$ cat config.mk
export PLATFORM = sky130hd
export DESIGN_NAME = aoq_row
export DESIGN_NICKNAME = d
export VERILOG_FILES = /design/src/rtl/aoq_pkg.sv /design/src/rtl/aoq_cell.sv /design/src/rtl/aoq_row.sv
export SDC_FILE = /design/constraint.sdc
export NUM_CORES = 1
export LEC_CHECK = 0
export BUFFER_PORTS_ARGS = -buffer_cell sky130_fd_sc_hd__clkbuf_2
export CAP_MARGIN = 20
export CORE_ASPECT_RATIO = 0.6
export CORE_MARGIN = 2
export CORE_UTILIZATION = 37
export CTS_CLUSTER_SIZE = 28
export DETAILED_ROUTE_END_ITERATION = 7
export PLACE_DENSITY_LB_ADDON = 0.3
export SKIP_LAST_GASP = 1
export SYNTH_ARGS = -nofsm -noshare
export SYNTH_HDL_FRONTEND = slang
export SYNTH_SLANG_ARGS = --single-unit
$ cat constraint.sdc
create_clock -name clk -period 8.05 [get_ports clk]
set_clock_uncertainty 0.05 [all_clocks]
set_input_delay 0 -clock clk [delete_from_list [all_inputs] [get_ports clk]]
set_output_delay 0 -clock clk [all_outputs]
set_load 0.05 [all_outputs]
$ cat src/rtl/aoq_pkg.sv
package aoq_pkg;

    localparam int DEPTH      = 16;
    localparam int STAMP_BITS = 16;
    localparam int FIELD_W    = 16;

    typedef logic [STAMP_BITS-1:0] stamp_t;
    typedef logic [FIELD_W-1:0]    field_t;

    typedef enum logic [1:0] {
        CMD_ENQ,
        CMD_DEQ_ANY,
        CMD_DEQ_CLASS,
        CMD_REMOVE
    } cmd_t;

    typedef enum logic [1:0] {
        ST_OK,
        ST_EMPTY,
        ST_FULL
    } status_t;

    typedef enum logic [1:0] {
        OP_NONE,
        OP_LOAD,
        OP_POP,
        OP_REMOVE
    } row_op_t;

    typedef struct packed {
        row_op_t op;
        stamp_t  load_stamp;
        stamp_t  want;
    } row_ctrl_t;

    typedef struct packed {
        logic   head_valid;
        stamp_t head_stamp;
        logic   full;
        logic   found;
    } row_stat_t;

    function automatic field_t stamp_to_field(input stamp_t s);
        logic [STAMP_BITS+FIELD_W-1:0] w;
        w = {{FIELD_W{1'b0}}, s};
        return w[FIELD_W-1:0];
    endfunction

    function automatic stamp_t field_to_stamp(input field_t f);
        logic [STAMP_BITS+FIELD_W-1:0] w;
        w = {{STAMP_BITS{1'b0}}, f};
        return w[STAMP_BITS-1:0];
    endfunction

endpackage

$ cat src/rtl/aoq_cell.sv
module aoq_cell
    import aoq_pkg::*;
(
    input  logic      clk,
    input  logic      rst_n,
    input  row_ctrl_t ctrl,
    input  logic      prev_valid,
    input  logic      nxt_valid,
    input  stamp_t    nxt_stamp,
    input  logic      hit_in,
    output logic      valid,
    output stamp_t    stamp,
    output logic      hit_out
);

    logic   valid_reg;
    logic   valid_next;
    stamp_t stamp_reg;
    stamp_t stamp_next;
    logic   load;
    logic   shift;

    assign hit_out = hit_in || (valid_reg && (stamp_reg == ctrl.want));
    assign load    = (ctrl.op == OP_LOAD) && !valid_reg && prev_valid;
    assign shift   = (ctrl.op == OP_POP) || ((ctrl.op == OP_REMOVE) && hit_out);

    always_comb
    begin
        valid_next = valid_reg;
        stamp_next = stamp_reg;
        if (load)
        begin
            valid_next = 1'b1;
            stamp_next = ctrl.load_stamp;
        end
        else if (shift)
        begin
            // advance the neighbor's entry into this cell
            valid_next = nxt_valid;
            stamp_next = nxt_stamp;
        end
    end

    always_ff @(posedge clk or negedge rst_n)
    begin
        if (!rst_n)
        begin
            valid_reg <= 1'b0;
        end
        else
        begin
            valid_reg <= valid_next;
        end
    end

    always_ff @(posedge clk)
    begin
        stamp_reg <= stamp_next;
    end

    assign valid = valid_reg;
    assign stamp = stamp_reg;

endmodule

$ cat src/rtl/aoq_row.sv
module aoq_row
    import aoq_pkg::*;
(
    input  logic      clk,
    input  logic      rst_n,
    input  row_ctrl_t ctrl,
    output row_stat_t stat
);

    logic   valid [DEPTH];
    stamp_t stamp [DEPTH];
    logic   hit   [DEPTH];

    for (genvar i = 0; i < DEPTH; i++)
    begin : g_cell
        logic   prev_v;
        logic   nxt_v;
        stamp_t nxt_s;
        logic   hit_i;

        if (i == 0)
        begin : g_head
            assign prev_v = 1'b1;
            assign hit_i  = 1'b0;
        end
        else
        begin : g_body
            assign prev_v = valid[i-1];
            assign hit_i  = hit[i-1];
        end

        if (i == DEPTH - 1)
        begin : g_tail
            assign nxt_v = 1'b0;
            assign nxt_s = '0;
        end
        else
        begin : g_inner
            assign nxt_v = valid[i+1];
            assign nxt_s = stamp[i+1];
        end

        aoq_cell u_cell (
            .clk        (clk),
            .rst_n      (rst_n),
            .ctrl       (ctrl),
            .prev_valid (prev_v),
            .nxt_valid  (nxt_v),
            .nxt_stamp  (nxt_s),
            .hit_in     (hit_i),
            .valid      (valid[i]),
            .stamp      (stamp[i]),
            .hit_out    (hit[i])
        );
    end

    assign stat.head_valid = valid[0];
    assign stat.head_stamp = stamp[0];
    assign stat.full       = valid[DEPTH-1];
    assign stat.found      = hit[DEPTH-1];

endmodule

==> results.json <==
{
  "crit_fanout": 16,
  "syn-num-nets": 1114,
  "worstSetupEndpointType": "flip-flop",
  "finalSetupViolations": 0,
  "antenna_found_initial": 3,
  "holdPathStages": 2,
  "initialDrtViolationCount": 857,
  "grt_usage_pct": 19.87,
  "worst-endpoint-required_ps": 8160,
  "netlist_instances": 1078,
  "initial_core_util_pct": 37.89,
  "cts_root_buf": "clkbuf_16",
  "seq_area_sq_mm": 0.008088,
  "area_growth_pct": 9.148,
  "rr_startpoint": "g_cell[5].u_cell.stamp[4]$_DFFE_PP_",
  "max_cap_violations": 0,
  "crit_start": "g_cell[5].u_cell.stamp[4]$_DFFE_PP_",
  "ff2ff_path_depth": 7,
  "rsz0062_at_grt": "no",
  "path_clk_slew_ps": 70,
  "antenna_cells": 0,
  "cts_buffers": 25,
  "tightest_slew_ps": 906.1,
  "grt_pass1_vias": 8994,
  "cts.htree.levels": 1,
  "dieHeight_um": 159.7,
  "start_kind": "flip-flop",
  "netlist_area_sq_mm": 0.01495,
  "max_stage_delay_ps": 620,
  "status": "completed",
  "reg2reg_slack_ps": 4780,
  "via_count": 8959,
  "crit_path_cell_trace": "xor2_1 > nor4_1 > nand4_1 > o32ai_1 > nor4_2 > a31oi_1 > or2_1",
  "powerDensity_mw_per_mm2": 243.3,
  "fin_nets": 1140,
  "drt-wirelength-per-cell_um": 25.75,
  "multiInputGateArea_sq_mm": 0.006336,
  "synth_edf_count": 256,
  "via_per_inst": 5.450,
  "coreArea_sq_mm": 0.03945,
  "drv_slew": 0,
  "power_mw": 3.970,
  "worstSkewPairLatency_ps": 540,
  "dr.pass1.iters": 5,
  "crit_type": "reg -> reg",
  "worstPathArrival_ps": 3380,
  "gp_congestion": 0.8481,
  "port_buffers": 54,
  "cts_sinks": 272,
  "rows": 56,
  "holdCritPathClass": "in -> reg",
  "timing.setup.tns_ps": 0,
  "synth_ff_type": "edfxtp_1",
  "io_pins": 55,
  "fin_crit_sh_pct": 40.62,
  "syn_area_per_cell_sq_um": 13.87,
  "drc": 0,
  "r2r_end": "g_cell[12].u_cell.stamp[11]$_DFFE_PP_",
  "fin_crit_ps": 3270,
  "fp.dieW_um": 263.5,
  "grt_overflow": 0,
  "dieArea_sq_mm": 0.04208,
  "cp-endpoint": "g_cell[12].u_cell.stamp[11]$_DFFE_PP_",
  "place_ws_ps": 4629,
  "relSlewSlack_pct": 39.59,
  "synth_cell_types": 45,
  "ant_nets": 0,
  "hold_violations": 0,
  "cts_setup_buffers": 0,
  "slowest_stage": "or2_1",
  "grt_first_pass_wirelength_um": 62230,
  "grt_max_degree": 20,
  "routed_wl_um": 42340,
  "cts_buffer_depth": 3,
  "vdd_drop_max_mv": 0.1466,
  "hpwl_um": 28370,
  "cts_tree": "done",
  "ys_seq_area_share_pct": 54.11,
  "drive_gt1_share_pct": 32.53,
  "p_leak_nw": 5.686,
  "max_freq_mhz": 305.8,
  "ys_warn_count": 0,
  "synthArstFlopShare_pct": 5.882,
  "largest_reg_flops": 256,
  "synth-seq-cells": 272,
  "fill_cells": 3665,
  "setup_ws_ps": 4780
}
-- metrics by stage --
stage / hold WS (ps) / cell area, sq um / util, % / cells
3_3_place_gp: -77.84 / 15490 / 39.27 / 1592
2_1_floorplan: -345.6 / 14950 / - / 1078
4_1_cts: 72.56 / 16310 / 41.34 / 1643
3_5_place_dp: -72.37 / 15510 / 39.32 / 1594
6_report: 104.2 / 16320 / 41.36 / 1644
5_1_grt: 108.4 / 16320 / 41.36 / 1644
-- per-layer routing --
layer / vias to the layer above / GRT usage, % / share of wire, %
met3: 35 / 5.382 / 10
met2: 380 / 25.93 / 38
li1: 3999 / - / -
met5: - / 0 / 0
met4: 0 / 2.182 / 1.0
met1: 4545 / 32.72 / 50
-- worst max-delay path: cells and delay by family, from the launching register on --
family | cells | cell delay, ps
AND/OR/NAND/NOR | 4 | 1370
AO/OA/AOI/OAI | 2 | 850
flip-flops | 1 | 430
XOR/XNOR | 1 | 180
-- cells in the final DEF (no fill, tap or decap), types with 6 or more instances in the layout --
cell type / n
nor4_1: 47
clkbuf_1: 7
mux2i_1: 9
xor2_1: 220
dfrtp_1: 16
clkbuf_2: 54
a21oi_1: 9
nand2_1: 17
clkbuf_16: 25
nor3_1: 17
nand4_1: 19
and2_1: 16
xnor2_1: 36
edfxtp_1: 256
nor2_1: 27
or2_2: 7
inv_1: 8
buf_4: 16
mux2_2: 240
nor3_2: 6
-- cell families after synthesis --
logic type	Yosys count	share of synthesized area, %
simple gates	177	6.797
buf+inv	85	3.541
xor+xnor	256	15.00
flops	272	54.11
mux	249	18.68
compound gates	39	1.875
-- synthesized netlist by cell type, types with 2 or more instances --
master    instances  share of area (%)
edfxtp_1        256                 51
mux2_2          240                 18
xor2_1          220                 13
nor4_1           47                2.0
xnor2_1          36                2.1
nor2_1           27               0.68
clkbuf_1         25               0.63
buf_4            19               0.95
nand4_1          19               0.80
nand2_1          17               0.43
nor3_1           17               0.57
and2_1           16               0.67
buf_6            16                1.2
dfrtp_1          16                2.7
buf_2            15               0.50
a21oi_1           9               0.30
mux2i_1           9               0.60
inv_1             8               0.20
or2_2             7               0.29
nor3_2            6               0.40
and3_1            5               0.21
o21ai_0           5               0.17
o22ai_1           5               0.21
a31oi_1           4               0.17
nand2b_1          4               0.17
nand3_1           3               0.10
o21ai_1           3               0.10
o32a_1            3               0.20
buf_1             2              0.050
nor3b_2           2               0.17
o21bai_1          2               0.10
or2_1             2              0.084
-- what timing repair did --
action | CTS | global route
gates resized for setup | 0 | 0
hold buffers | 4 | 0
hold endpoints to repair | 23 | 0
-- area by class of cell --
| class | instances | share of cell area, % |
|---|---|---|
| Clock buffer | 37 | 4.417 |
| Clock inverter | 8 | 0.2147 |
| Inverter | 8 | 0.1840 |
| Multi-Input combinational cell | 721 | 38.83 |
| Sequential cell | 272 | 49.57 |
| Tap cell | 522 | 4.003 |
| Timing Repair Buffer | 76 | 2.776 |
-- report_power, final --
part	leakage, nW	internal (mW)	switching, mW
Combinational	2.72	0.353	0.462
Sequential	2.59	1.82	0.171
Clock	0.374	0.618	0.542
-- worst min path at each step --
| stage | start | endpoint |
|---|---|---|
| after floorplan | rst_n | g_cell[0].u_cell.valid$_DFFE_PN0P_ |
| after global placement | rst_n | g_cell[0].u_cell.valid$_DFFE_PN0P_ |
| after detailed placement | rst_n | g_cell[0].u_cell.valid$_DFFE_PN0P_ |
| after CTS | ctrl[19] | g_cell[15].u_cell.stamp[3]$_SDFFCE_PN0P_ |
| after global routing | ctrl[27] | g_cell[15].u_cell.stamp[11]$_SDFFCE_PN0P_ |
| final | ctrl[31] | g_cell[15].u_cell.stamp[15]$_SDFFCE_PN0P_ |
Power figures use the tool's default switching activity.
